`config.mk`:
```
export PLATFORM = sky130hd
export DESIGN_NAME = multiplexed_seven_segment_clock_flat
export DESIGN_NICKNAME = d
export VERILOG_FILES = /design/src/rtl/mssc_pkg.sv /design/src/rtl/mssc_ifs.sv /design/src/rtl/multiplexed_seven_segment_clock.sv /design/src/flat_wrapper.sv
export SDC_FILE = /design/constraint.sdc
export NUM_CORES = 1
export LEC_CHECK = 0
export BUFFER_PORTS_ARGS = -buffer_cell sky130_fd_sc_hd__buf_4
export CAP_MARGIN = 40
export CORE_MARGIN = 1
export CORE_UTILIZATION = 40
export DETAILED_ROUTE_END_ITERATION = 8
export HOLD_SLACK_MARGIN = 0.02
export PLACE_DENSITY = 0.54
export SETUP_SLACK_MARGIN = 0.05
export SLEW_MARGIN = 20
export SYNTH_ARGS = -nofsm -noshare
export SYNTH_HDL_FRONTEND = slang
export SYNTH_SLANG_ARGS = --single-unit
```
`constraint.sdc`:
```
create_clock -name clk -period 7.25 [get_ports clk]
set_clock_uncertainty 0.05 [all_clocks]
set_input_delay 1.45 -clock clk [delete_from_list [all_inputs] [get_ports clk]]
set_output_delay 1.45 -clock clk [all_outputs]
set_load 0.05 [all_outputs]
```
`src/rtl/mssc_pkg.sv`:
```
`timescale 1ns / 1ps

package mssc_pkg;

  localparam int REG_WIDTH          = 16;
  localparam int CFG_INDEX_WIDTH    = 2;
  localparam int PERIOD_WIDTH_DEF   = 16;

  // Configuration register indexes
  localparam logic [CFG_INDEX_WIDTH-1:0] REG_SECOND_PERIOD = 2'd0;
  localparam logic [CFG_INDEX_WIDTH-1:0] REG_SCAN_PERIOD   = 2'd1;

  localparam logic [REG_WIDTH-1:0] SECOND_PERIOD_RST = 16'd100;
  localparam logic [REG_WIDTH-1:0] SCAN_PERIOD_RST   = 16'd10;

  localparam logic [4:0] HOURS_RST   = 5'd15;
  localparam logic [5:0] MINUTES_RST = 6'd8;
  localparam logic [5:0] SECONDS_RST = 6'd50;

  localparam logic [5:0] SIXTY      = 6'd60;
  localparam logic [4:0] TWENTYFOUR = 5'd24;

  // Scan positions, left to right on the display
  localparam logic [1:0] POS_HOUR_TENS   = 2'd0;
  localparam logic [1:0] POS_HOUR_UNITS  = 2'd1;
  localparam logic [1:0] POS_MIN_TENS    = 2'd2;
  localparam logic [1:0] POS_MIN_UNITS   = 2'd3;

  localparam logic [6:0] SEG_ALL_OFF = 7'h7F;
  localparam logic [3:0] EN_ALL_OFF  = 4'hF;

  // Tens digit of a value below 64
  function automatic logic [3:0] tens_of(input logic [5:0] v);
    logic [3:0] t;
    if (v >= 6'd60)      t = 4'd6;
    else if (v >= 6'd50) t = 4'd5;
    else if (v >= 6'd40) t = 4'd4;
    else if (v >= 6'd30) t = 4'd3;
    else if (v >= 6'd20) t = 4'd2;
    else if (v >= 6'd10) t = 4'd1;
    else                 t = 4'd0;
    return t;
  endfunction

  // Units digit of a value below 64
  function automatic logic [3:0] units_of(input logic [5:0] v);
    logic [3:0] t;
    logic [6:0] tens_x10;
    logic [6:0] diff;
    t        = tens_of(v);
    tens_x10 = 7'({3'd0, t} * 7'd10);
    diff     = {1'b0, v} - tens_x10;
    return diff[3:0];
  endfunction

  // Active-low segment pattern, bit0 = a .. bit6 = g
  function automatic logic [6:0] seg_pattern(input logic [3:0] d);
    logic [6:0] p;
    case (d)
      4'd0:    p = 7'h40;
      4'd1:    p = 7'h79;
      4'd2:    p = 7'h24;
      4'd3:    p = 7'h30;
      4'd4:    p = 7'h19;
      4'd5:    p = 7'h12;
      4'd6:    p = 7'h02;
      4'd7:    p = 7'h78;
      4'd8:    p = 7'h00;
      4'd9:    p = 7'h10;
      default: p = 7'h40;
    endcase
    return p;
  endfunction

endpackage

```
`src/rtl/mssc_ifs.sv`:
```
`timescale 1ns / 1ps

interface mssc_tick_if;
  logic valid;
  logic ready;
  logic tick;

  modport source (output valid, output tick, input ready);
  modport sink   (input valid, input tick, output ready);
endinterface

interface mssc_disp_if;
  logic       valid;
  logic       ready;
  logic [6:0] seg_n;
  logic [3:0] digit_en_n;
  logic       dot;
  logic       red_led;
  logic [4:0] time_hour;
  logic [5:0] time_minute;
  logic [5:0] time_second;
  logic       second_pulse;

  modport source (output valid, output seg_n, output digit_en_n, output dot,
                  output red_led, output time_hour, output time_minute,
                  output time_second, output second_pulse, input ready);
  modport sink   (input valid, input seg_n, input digit_en_n, input dot,
                  input red_led, input time_hour, input time_minute,
                  input time_second, input second_pulse, output ready);
endinterface

```
`src/rtl/multiplexed_seven_segment_clock.sv`:
```
// Channel   Dir  Word                                         Handshake
// --------  ---  -------------------------------------------  ------------
// in_ch     in   tick                                         valid/ready
// out_ch    out  seg_n, digit_en_n, dot, red_led, time_hour,  valid/ready
//                time_minute, time_second, second_pulse
// cfg       in   cfg_index, cfg_data (second_period, scan_period)  cfg_we
//
// One word per clock while out_ch is not stalling: a tick word is taken,
// all counters and the time update in the same cycle, and the display
// word lands in the output register the next edge.
// The output register is the only buffer; in_ch.ready drops only while it
// holds a word that out_ch has not taken. rst (synchronous) restores the
// time 15:08:50, blanks the display and sets both periods to defaults.
`timescale 1ns / 1ps

module multiplexed_seven_segment_clock #(
  parameter int PERIOD_WIDTH = mssc_pkg::PERIOD_WIDTH_DEF
) (
  input  logic                                 clk,
  input  logic                                 rst,
  mssc_tick_if.sink                            in_ch,
  mssc_disp_if.source                          out_ch,
  input  logic                                 cfg_we,
  input  logic [mssc_pkg::CFG_INDEX_WIDTH-1:0] cfg_index,
  input  logic [mssc_pkg::REG_WIDTH-1:0]       cfg_data
);

  // Configuration
  logic [mssc_pkg::REG_WIDTH-1:0] second_period;
  logic [mssc_pkg::REG_WIDTH-1:0] scan_period;

  // Clock state
  logic [PERIOD_WIDTH-1:0] second_elapsed, second_elapsed_next;
  logic [PERIOD_WIDTH-1:0] scan_elapsed, scan_elapsed_next;
  logic [4:0]              hours_count, hours_count_next;
  logic [5:0]              minutes_count, minutes_count_next;
  logic [5:0]              seconds_count, seconds_count_next;
  logic [1:0]              scan_index, scan_index_next;
  logic [6:0]              segment_latch, segment_latch_next;
  logic [3:0]              enable_latch, enable_latch_next;
  logic                    dot_level, dot_level_next;
  logic                    red_level, red_level_next;

  // Output register
  logic       out_valid;
  logic [6:0] out_seg_n;
  logic [3:0] out_digit_en_n;
  logic       out_dot;
  logic       out_red_led;
  logic [4:0] out_hour;
  logic [5:0] out_minute;
  logic [5:0] out_second;
  logic       out_pulse;

  logic                    in_accept;
  logic                    tick;
  logic [PERIOD_WIDTH-1:0] sec_p, scan_p;
  logic [PERIOD_WIDTH-1:0] sec_inc, scan_inc;
  logic                    sec_exp, scan_exp;
  logic [5:0]              sec_add, min_add;
  logic [4:0]              hour_add;
  logic [3:0]              digit;

  assign in_ch.ready = !out_valid || out_ch.ready;
  assign in_accept   = in_ch.valid && in_ch.ready;
  assign tick        = in_ch.tick;

  always_ff @(posedge clk) begin
    if (rst) begin
      second_period <= mssc_pkg::SECOND_PERIOD_RST;
      scan_period   <= mssc_pkg::SCAN_PERIOD_RST;
    end else if (cfg_we) begin
      case (cfg_index)
        mssc_pkg::REG_SECOND_PERIOD: second_period <= cfg_data;
        mssc_pkg::REG_SCAN_PERIOD:   scan_period   <= cfg_data;
        default: ;
      endcase
    end
  end

  // Periods seen at counter width
  assign sec_p  = PERIOD_WIDTH'(second_period);
  assign scan_p = PERIOD_WIDTH'(scan_period);

  // Counters wrap at counter width; a wrap to zero also counts as expiry
  assign sec_inc  = second_elapsed + 1'b1;
  assign scan_inc = scan_elapsed + 1'b1;
  assign sec_exp  = tick && (sec_p != '0) && ((sec_inc >= sec_p) || (sec_inc == '0));
  assign scan_exp = tick && (scan_p != '0) && ((scan_inc >= scan_p) || (scan_inc == '0));

  always_comb begin
    second_elapsed_next = second_elapsed;
    if (tick && sec_p != '0) begin
      second_elapsed_next = sec_exp ? '0 : sec_inc;
    end
    scan_elapsed_next = scan_elapsed;
    if (tick && scan_p != '0) begin
      scan_elapsed_next = scan_exp ? '0 : scan_inc;
    end
  end

  // 24-hour time advance; the state always stays in range
  always_comb begin
    sec_add  = seconds_count + 6'd1;
    min_add  = minutes_count;
    hour_add = hours_count;
    if (sec_add >= mssc_pkg::SIXTY) begin
      sec_add = '0;
      min_add = minutes_count + 6'd1;
    end
    if (min_add >= mssc_pkg::SIXTY) begin
      min_add  = '0;
      hour_add = hours_count + 5'd1;
    end
    if (hour_add >= mssc_pkg::TWENTYFOUR) begin
      hour_add = '0;
    end

    seconds_count_next = sec_exp ? sec_add  : seconds_count;
    minutes_count_next = sec_exp ? min_add  : minutes_count;
    hours_count_next   = sec_exp ? hour_add : hours_count;
    dot_level_next     = dot_level ^ sec_exp;
    red_level_next     = red_level ^ sec_exp;
  end

  // Digit for the current scan position, taken from the updated time
  always_comb begin
    case (scan_index)
      mssc_pkg::POS_HOUR_TENS:  digit = mssc_pkg::tens_of({1'b0, hours_count_next});
      mssc_pkg::POS_HOUR_UNITS: digit = mssc_pkg::units_of({1'b0, hours_count_next});
      mssc_pkg::POS_MIN_TENS:   digit = mssc_pkg::tens_of(minutes_count_next);
      mssc_pkg::POS_MIN_UNITS:  digit = mssc_pkg::units_of(minutes_count_next);
      default:                  digit = '0;
    endcase
    segment_latch_next = scan_exp ? mssc_pkg::seg_pattern(digit) : segment_latch;
    enable_latch_next  = scan_exp ? ~(4'b0001 << scan_index) : enable_latch;
    scan_index_next    = scan_exp ? scan_index + 2'd1 : scan_index;
  end

  always_ff @(posedge clk) begin
    if (rst) begin
      second_elapsed <= '0;
      scan_elapsed   <= '0;
      hours_count    <= mssc_pkg::HOURS_RST;
      minutes_count  <= mssc_pkg::MINUTES_RST;
      seconds_count  <= mssc_pkg::SECONDS_RST;
      scan_index     <= '0;
      segment_latch  <= mssc_pkg::SEG_ALL_OFF;
      enable_latch   <= mssc_pkg::EN_ALL_OFF;
      dot_level      <= 1'b1;
      red_level      <= 1'b1;
    end else if (in_accept) begin
      second_elapsed <= second_elapsed_next;
      scan_elapsed   <= scan_elapsed_next;
      hours_count    <= hours_count_next;
      minutes_count  <= minutes_count_next;
      seconds_count  <= seconds_count_next;
      scan_index     <= scan_index_next;
      segment_latch  <= segment_latch_next;
      enable_latch   <= enable_latch_next;
      dot_level      <= dot_level_next;
      red_level      <= red_level_next;
    end
  end

  // Output word register
  always_ff @(posedge clk) begin
    if (rst) begin
      out_valid <= 1'b0;
    end else if (in_accept) begin
      out_valid <= 1'b1;
    end else if (out_ch.ready) begin
      out_valid <= 1'b0;
    end
  end

  always_ff @(posedge clk) begin
    if (in_accept) begin
      out_seg_n      <= segment_latch_next;
      out_digit_en_n <= enable_latch_next;
      out_dot        <= dot_level_next;
      out_red_led    <= red_level_next;
      out_hour       <= hours_count_next;
      out_minute     <= minutes_count_next;
      out_second     <= seconds_count_next;
      out_pulse      <= sec_exp;
    end
  end

  assign out_ch.valid        = out_valid;
  assign out_ch.seg_n        = out_seg_n;
  assign out_ch.digit_en_n   = out_digit_en_n;
  assign out_ch.dot          = out_dot;
  assign out_ch.red_led      = out_red_led;
  assign out_ch.time_hour    = out_hour;
  assign out_ch.time_minute  = out_minute;
  assign out_ch.time_second  = out_second;
  assign out_ch.second_pulse = out_pulse;

  // At most one digit enabled, or all blanked
  a_one_digit: assert property (@(posedge clk) disable iff (rst)
    (enable_latch == mssc_pkg::EN_ALL_OFF) || $onehot(~enable_latch))
    else $error("more than one digit enabled");

  // Time stays a valid 24-hour value
  a_time_range: assert property (@(posedge clk) disable iff (rst)
    (hours_count < mssc_pkg::TWENTYFOUR) && (minutes_count < mssc_pkg::SIXTY) &&
    (seconds_count < mssc_pkg::SIXTY))
    else $error("time out of range");

  // A second expiry toggles the dot and reports a pulse
  a_sec_toggle: assert property (@(posedge clk) disable iff (rst)
    (in_accept && sec_exp) |=> (dot_level != $past(dot_level)) && out_pulse)
    else $error("second expiry did not toggle dot");

  // Without an accepted word the clock state holds
  a_hold: assert property (@(posedge clk) disable iff (rst)
    !in_accept |=> $stable(seconds_count) && $stable(scan_index) &&
                   $stable(second_elapsed) && $stable(scan_elapsed))
    else $error("state changed without an accepted word");

  // A full, stalled output register blocks input
  a_no_overrun: assert property (@(posedge clk) disable iff (rst)
    (out_valid && !out_ch.ready) |-> !in_ch.ready)
    else $error("input taken over a pending output word");

endmodule
```
`src/flat_wrapper.sv`:
```
// flat-port wrapper written by rule: the top's interface ports become plain ports
module multiplexed_seven_segment_clock_flat 
#(
  parameter int PERIOD_WIDTH = mssc_pkg::PERIOD_WIDTH_DEF
)
  (clk, rst, cfg_we, cfg_index, cfg_data, in_ch_valid, in_ch_tick, in_ch_ready, out_ch_valid, out_ch_seg_n, out_ch_digit_en_n, out_ch_dot, out_ch_red_led, out_ch_time_hour, out_ch_time_minute, out_ch_time_second, out_ch_second_pulse, out_ch_ready);
  mssc_tick_if in_ch_i ();
  mssc_disp_if out_ch_i ();
  input  logic clk;
  input  logic rst;
  input  logic cfg_we;
  input  logic [mssc_pkg::CFG_INDEX_WIDTH-1:0] cfg_index;
  input  logic [mssc_pkg::REG_WIDTH-1:0] cfg_data;
  input wire logic [$bits(in_ch_i.valid)-1:0] in_ch_valid;
  input wire logic [$bits(in_ch_i.tick)-1:0] in_ch_tick;
  output wire logic [$bits(in_ch_i.ready)-1:0] in_ch_ready;
  output wire logic [$bits(out_ch_i.valid)-1:0] out_ch_valid;
  output wire logic [$bits(out_ch_i.seg_n)-1:0] out_ch_seg_n;
  output wire logic [$bits(out_ch_i.digit_en_n)-1:0] out_ch_digit_en_n;
  output wire logic [$bits(out_ch_i.dot)-1:0] out_ch_dot;
  output wire logic [$bits(out_ch_i.red_led)-1:0] out_ch_red_led;
  output wire logic [$bits(out_ch_i.time_hour)-1:0] out_ch_time_hour;
  output wire logic [$bits(out_ch_i.time_minute)-1:0] out_ch_time_minute;
  output wire logic [$bits(out_ch_i.time_second)-1:0] out_ch_time_second;
  output wire logic [$bits(out_ch_i.second_pulse)-1:0] out_ch_second_pulse;
  input wire logic [$bits(out_ch_i.ready)-1:0] out_ch_ready;
  assign in_ch_i.valid = in_ch_valid;
  assign in_ch_i.tick = in_ch_tick;
  assign in_ch_ready = in_ch_i.ready;
  assign out_ch_valid = out_ch_i.valid;
  assign out_ch_seg_n = out_ch_i.seg_n;
  assign out_ch_digit_en_n = out_ch_i.digit_en_n;
  assign out_ch_dot = out_ch_i.dot;
  assign out_ch_red_led = out_ch_i.red_led;
  assign out_ch_time_hour = out_ch_i.time_hour;
  assign out_ch_time_minute = out_ch_i.time_minute;
  assign out_ch_time_second = out_ch_i.time_second;
  assign out_ch_second_pulse = out_ch_i.second_pulse;
  assign out_ch_i.ready = out_ch_ready;
  multiplexed_seven_segment_clock #(.PERIOD_WIDTH(PERIOD_WIDTH)) u_core (.clk(clk), .rst(rst), .in_ch(in_ch_i), .out_ch(out_ch_i), .cfg_we(cfg_we), .cfg_index(cfg_index), .cfg_data(cfg_data));
endmodule
```
### Word-level counts from Yosys, hierarchy flattened

Memories as Yosys holds them, arrays and structs flattened.
Cells that the tools add are included.

| storage, ports and cells | value |
|---|---|
| register bits after elaboration | 128 |
| bits in latches | 0 |
| RAM bits | 0 |
| bits in read-only memories | 112 |
| bits of input ports | 24 |
| output and inout bits | 33 |
| word-level logic and storage cells | 107 |
| memories | 1 |

Memory list:

| memory | depth | width | rd ports | clocked after Yosys merged registers in | write ports | RTL line | RTL |
|---|---|---|---|---|---|---|---|
| (name not given) | 16 | 7 | 1 | 0 | 0 | mssc_pkg.sv:59 | `case (d)` |

| operators by class | value |
|---|---|
| add/subtract/negate cells | 8 |
| multiply operators | 2 |
| divide/modulo/power cells | 0 |
| magnitude comparators | 17 |
| equal/unequal tests | 4 |
| shift-type cells | 1 |
| mux-type cells | 29 |
| bitwise operators | 3 |
| reductions and logical operators | 21 |

Operators by type and width:

| cell | number |
|---|---|
| two-way mux 4 bit | 12 |
| adder 16 x 1 -> 16 bit (second input constant) | 2 |
| greater-or-equal comparator 16 bit | 2 |
| zero test 16 bit | 2 |
| two-way mux 16 bit | 2 |
| nonzero test 16 bit | 2 |
| greater-or-equal comparator 6 bit (second input constant) | 5 |
| two-way mux 6 bit | 5 |
| greater-or-equal comparator 5 x 6 -> 1 bit (second input constant) | 3 |
| one-hot mux 4 bit (4 select lines) | 1 |
| greater-or-equal comparator 5 bit (second input constant) | 3 |
| two-way mux 5 bit | 3 |
| adder 6 x 1 -> 6 bit (second input constant) | 2 |
| greater-or-equal comparator 6 x 5 -> 1 bit (second input constant) | 2 |
| AND reduction 2 bit | 5 |
| multiplier 4 x 3 -> 3 bit (second input constant) | 2 |
| subtractor 4 bit | 2 |
| two-way mux 7 bit | 1 |
| greater-or-equal comparator 6 x 4 -> 1 bit (second input constant) | 1 |
| adder 5 x 1 -> 5 bit (second input constant) | 1 |
| greater-or-equal comparator 5 x 4 -> 1 bit (second input constant) | 1 |
| logical AND 1 bit | 5 |
| == test 2 x 1 -> 1 bit (second input constant) | 2 |
| == test 2 bit (second input constant) | 2 |
| other kinds (10) | 17 |

### Logic depth before layout (Yosys ltp)

An unclocked memory read counts as a cell.

| logic depth | value |
|---|---|
| word-level depth | 21 |
| depth in mapped cells | 28 |
| mapped depth without buffers | 26 |

### Least setup slack after synthesis

OpenSTA, ideal clock, no wires.

| path | value |
|---|---|
| path kind | register -> register |
| start | register u_core.second_elapsed[3] |
| end | register u_core.out_seg_n[6], in the netlist u_core.out_ch.seg_n[6], data pin |
| setup time | 259 ps |
| arrival time | 5485 ps |
| required time | 6941 ps |
| setup slack | 1457 ps |
| stages on the path, launching flop included | 26 |
| buffers on the path | 3 |
| period minus slack after synthesis | 5793 ps |
| path through | dfxtp_1 > buf_4 > nand2_1 > nor4_1 > xor2_1 > ha_1 > nand4_1 > o21bai_1 > o32a_1 > a21oi_1 > a21oi_2 > buf_2 > nor3_1 > mux2i_1 > a21o_1 > o21ai_0 > a22o_1 > ha_1 > fa_1 > o22ai_1 > a31oi_1 > or2_0 > buf_1 > nand2_1 > o31ai_1 > o21ai_1 |

| on the way | value |
|---|---|
| cells in the longest elaborated chain, start to end | 18 |
| elaborated cells on any way between the ends | 40 |
| those cells by class | add/sub: 3; mul: 2; order compare: 13; mux: 18; reduce/logical: 3; memory: 1 |

Ends and longest elaborated chain:

| item | RTL line | RTL |
|---|---|---|
| start: declaration | multiplexed_seven_segment_clock.sv:33 | `logic [PERIOD_WIDTH-1:0] second_elapsed, second_elapsed_next;` |
| start signal: assignment | multiplexed_seven_segment_clock.sv:153 | `second_elapsed <= second_elapsed_next;` |
| adder 16 x 1 -> 16 bit (*) | multiplexed_seven_segment_clock.sv:86 | `assign sec_inc = second_elapsed + 1'b1;` |
| greater-or-equal comparator 16 bit / zero test 16 bit (equally long branches) | multiplexed_seven_segment_clock.sv:88 | `assign sec_exp = tick && (sec_p != '0) && ((sec_inc >= sec_p) \|\| (sec_inc == '0));` |
| logical OR 1 bit (*) | multiplexed_seven_segment_clock.sv:88 |  |
| logical AND 1 bit (*) | multiplexed_seven_segment_clock.sv:88 |  |
| two-way mux 6 bit / two-way mux 5 bit (equally long branches) | multiplexed_seven_segment_clock.sv:120, multiplexed_seven_segment_clock.sv:121 |  |
| greater-or-equal comparator 6 x 4 -> 1 bit / greater-or-equal comparator 5 x 4 -> 1 bit (equally long branches) | mssc_pkg.sv:40 | `else if (v >= 6'd10) t = 4'd1;` |
| two-way mux 1 bit | mssc_pkg.sv:40 |  |
| two-way mux 2 bit / two-way mux 4 bit (equally long branches) | mssc_pkg.sv:39 | `else if (v >= 6'd20) t = 4'd2;` |
| [3 not listed] | -- |  |
| two-way mux 4 bit | mssc_pkg.sv:35 | `if (v >= 6'd60) t = 4'd6;` |
| two-way mux 4 bit | multiplexed_seven_segment_clock.sv:128 | `case (scan_index)` |
| multiplier 4 x 3 -> 3 bit | mssc_pkg.sv:51 | `tens_x10 = 7'({3'd0, t} * 7'd10);` |
| subtractor 4 bit | mssc_pkg.sv:52 | `diff = {1'b0, v} - tens_x10;` |
| one-hot mux 4 bit (4 select lines) (*) | multiplexed_seven_segment_clock.sv:128 |  |
| memory (16 x 7 bit) (*) | -- |  |
| two-way mux 7 bit (*) | multiplexed_seven_segment_clock.sv:135 | `segment_latch_next = scan_exp ? mssc_pkg::seg_pattern(digit) : segment_latch;` |
| via u_core.segment_latch_next[6] | multiplexed_seven_segment_clock.sv:39 | `logic [6:0] segment_latch, segment_latch_next;` |
| end signal: assignment | multiplexed_seven_segment_clock.sv:179 | `out_seg_n <= segment_latch_next;` |
| end: declaration | multiplexed_seven_segment_clock.sv:46 | `logic [6:0] out_seg_n;` |

The timed path passes the listed nets; every way through them passes the cells marked *. The select of a mux whose other input is x is not followed.
A chain may end at the register's enable or synchronous reset.

### Worst setup path after layout

| path | value |
|---|---|
| start | register u_core.second_elapsed[2] |
| end | register u_core.out_seg_n[6], in the netlist u_core.out_ch.seg_n[6], data pin |

The elaborated chain is that of the path after synthesis.

==> run metrics <==
DP HPWL=14400 um; FF/Latch Area=0.00287 mm2; Ant. Diodes=0; area of the multi-input gates=0.00492 mm2; Synth top area share=23.4%; Inserted Clock Buffers=17; first-pass GRT wire length=33700 um; Place WS=0.459 ns; synth unique cells=95; critical path launch point type=flop; total gr overflow=0; Static Leak=0.00388 uW; pwr dens=196 mW/mm2; pin count of the biggest net entering global routing=64; hold path start=u_core.sec_p[13]; flops & latches, synth=128; core area=0.0203 mm2; Die Area=0.0213 mm2; H-tree lvl count=4; most frequent cells in the layout=167 x nand2_1, 97 x dfxtp_1, 83 x nor2_1, 71 x a21oi_1, 65 x buf_4; DRT iter0 DRCs=332; Seq/Total Area, Yosys=34.6%; Yosys top cell by area=dfxtp_1; nets=1107; ANT nets after route=0; placed instance area=0.00885 mm2; hold_buf cts=0; top cells by area, synth=dfxtp_1 23%, edfxtp_1 11%, nand2_1 7.6%; die height=146 um; Die W=146 um; Max-Cap Viols=0; clock latency on the worst-skew pair=0.43 ns; Layout fillers=2078; antenna violations before repair=0; Critical Path End Type=flop; Synth Cell Area=0.00830 mm2; status=finished, final reports clean; EDFF count, synth=31; global-route usage over all layers=19.5%; Area Overhead vs Synth=13.8%; I/O pins=57; WL final=20300 um; TritonRoute pass-1 iters=5; RSZ-0062 raised after global routing=no; clock sinks=128; CTS clk-pin slew, worst paths=0.06 ns; FF-to-FF setup slack=0.70 ns; share of the core filled with cells=46.5%; WHS Path Cells=2; worst slew pin tran=0.728 ns; clock buffer depth=2; synth warn=0; Crit path required time=7.37 ns; Reg2Reg Launch Point=u_core.second_elapsed[2]; Slew HR=51.4%; DR vias=7121; share of layout cells above drive strength 1=13.2%; Post-CTS Setup Bufs=0; reg-to-reg endpoint=u_core.out_ch.seg_n[6]; final RePlAce weighted congestion=0.842; TritonCTS clock tree=yes; part of the cycle the worst path needs=90.3%; R2R depth=22; Initial Util=40.9%; Power Total=1850 uW; Hold Violations, Final=0; port bufs=56; Via density=5.41; prevailing post-synth register cell=dfxtp_1; Max Freq=0.153 GHz; syn avg cell area=8.19 um2; Setup TNS=0 ns; Syn Inst Count=1013; Arr. time, crit path=6.66 ns; maximum vdd drop=0.166 mV; FP Rows=52; DR WL/cell=15.4 um; crit path time final=6.55 ns; CTS Root Buffer Type=clkbuf_16; Final Instance Area=0.00945 mm2; # setup viols final=0; most common cell after layout, fill and taps aside=nand2_1; post-cts sizing count=0; final worst slack=0.704 ns; Pins Over Slew Limit=0; ys async rst share=0%; Setup CP Type=reg -> reg; number of global-route vias before repair=6672; CP max FO=13; Hold EP=u_core.sec_p[13]; hold crit path type=reg -> reg; DRC violation count after routing=0; Post-Syn Nets=1087
[layout make-up]
class / instances / area share (%)
multi-input cells: 761 / 52.1
inverters: 59 / 2.48
flip-flops and latches: 128 / 30.4
clock buffers: 18 / 4.54
well taps: 270 / 3.58
repair buffers: 66 / 5.46
clock inverters: 14 / 1.48
[per-layer routing]
layer / up-vias / part of all wire, % / wire, um / global-route usage (%)
met4: 0 / 1.4 / 284 / 6.15
li1: 3630 / - / - / -
met2: 120 / 45 / 9220 / 31.0
met3: 24 / 3.2 / 645 / 3.09
met1: 3347 / 50 / 10100 / 27.1
met5: - / 0 / 0 / 0
[through the flow]
step / hold WS (ns) / instances
6_report: 0.423 / 1316
5_1_grt: 0.443 / 1316
4_1_cts: 0.423 / 1315
3_5_place_dp: 0.415 / 1283
3_3_place_gp: 0.404 / 1280
2_1_floorplan: 0.394 / 1013
[report_power, final]
| part | leakage (uW) | total, uW | switching [uW] | internal (uW) |
|---|---|---|---|---|
| Sequential | 0.00105 | 780 | 22.5 | 757 |
| Clock | 0.000272 | 840 | 336 | 504 |
| Combinational | 0.00256 | 230 | 150 | 80.2 |
[worst max path at each step]
stage                        startpoint  cells past startpoint                endpoint
2_1_floorplan  u_core.second_elapsed[3]                     25  u_core.out_ch.seg_n[6]
3_3_place_gp   u_core.second_elapsed[2]                     21  u_core.out_ch.seg_n[6]
3_5_place_dp   u_core.second_elapsed[2]                     22  u_core.out_ch.seg_n[6]
4_1_cts        u_core.second_elapsed[2]                     22  u_core.out_ch.seg_n[6]
5_1_grt        u_core.second_elapsed[2]                     22  u_core.out_ch.seg_n[6]
6_report       u_core.second_elapsed[2]                     22  u_core.out_ch.seg_n[6]
[registers in the layout, indices dropped and copies added (netlist names), 2 cells and up]
name                       flops
u_core.scan_elapsed           16
u_core.out_ch.seg_n            7
u_core.out_ch.time_hour        5
u_core.enable_latch            4
u_core.out_ch.time_minute      6
u_core.scan_index              2
u_core.out_ch.digit_en_n       4
u_core.hours_count             5
u_core.seconds_count           6
u_core.minutes_count           6
u_core.scan_p                 16
u_core.sec_p                  16
u_core.second_elapsed         16
u_core.segment_latch           7
u_core.out_ch.time_second      6
[critical path: stages, from the launching register on]
cell and delay [ns]:
dfxtp_1 0.54, nand3_2 0.29, nor4_1 0.38, xor2_1 0.45, ha_1 0.26, nand4_1 0.12
o21bai_1 0.17, o32a_1 0.32, a21oi_2 0.44, a21oi_4 0.16, nor3_1 0.39, mux2i_1 0.33
a21o_1 0.15, o21ai_0 0.10, a22o_1 0.26, ha_1 0.19, fa_1 0.48, o22ai_1 0.07
a31oi_1 0.37, or2_0 0.35, nand2_1 0.12, o31ai_1 0.21, o21ai_1 0.09
[cell families after synthesis]
family                   share of synthesized area (%)
AND/OR/NAND/NOR                                   25.0
AO/OA/AOI/OAI                                     19.4
flip-flops                                        34.6
buffers and inverters                             6.41
XOR/XNOR                                          5.70
adder cells (fa/ha/maj)                           7.72
multiplexers                                      1.21
[Yosys cell counts (3+ instances only)]
cell type,n
edfxtp_1,31
nand3b_1,4
ha_1,48
nor3_1,19
or3_1,11
buf_1,3
xnor2_1,22
o211a_1,4
nand3_1,40
nand2b_1,7
inv_2,4
nand4_1,12
a21oi_1,72
a32oi_1,3
nand2_1,167
a211oi_1,8
buf_2,7
and3_1,9
xor2_1,32
o31ai_1,9
a22oi_1,3
a221oi_1,3
a21o_1,13
o2111a_1,3
dfxtp_1,97
o21ai_1,7
mux2i_1,10
nor4_1,13
o21ai_0,31
nor2_1,83
o31a_1,3
nand3_2,3
o211ai_1,19
and2_1,10
or4_1,5
inv_1,52
clkbuf_1,45
a31oi_1,12
buf_4,8
nor2b_1,3
Note: power is estimated with default switching activity, not from simulation.
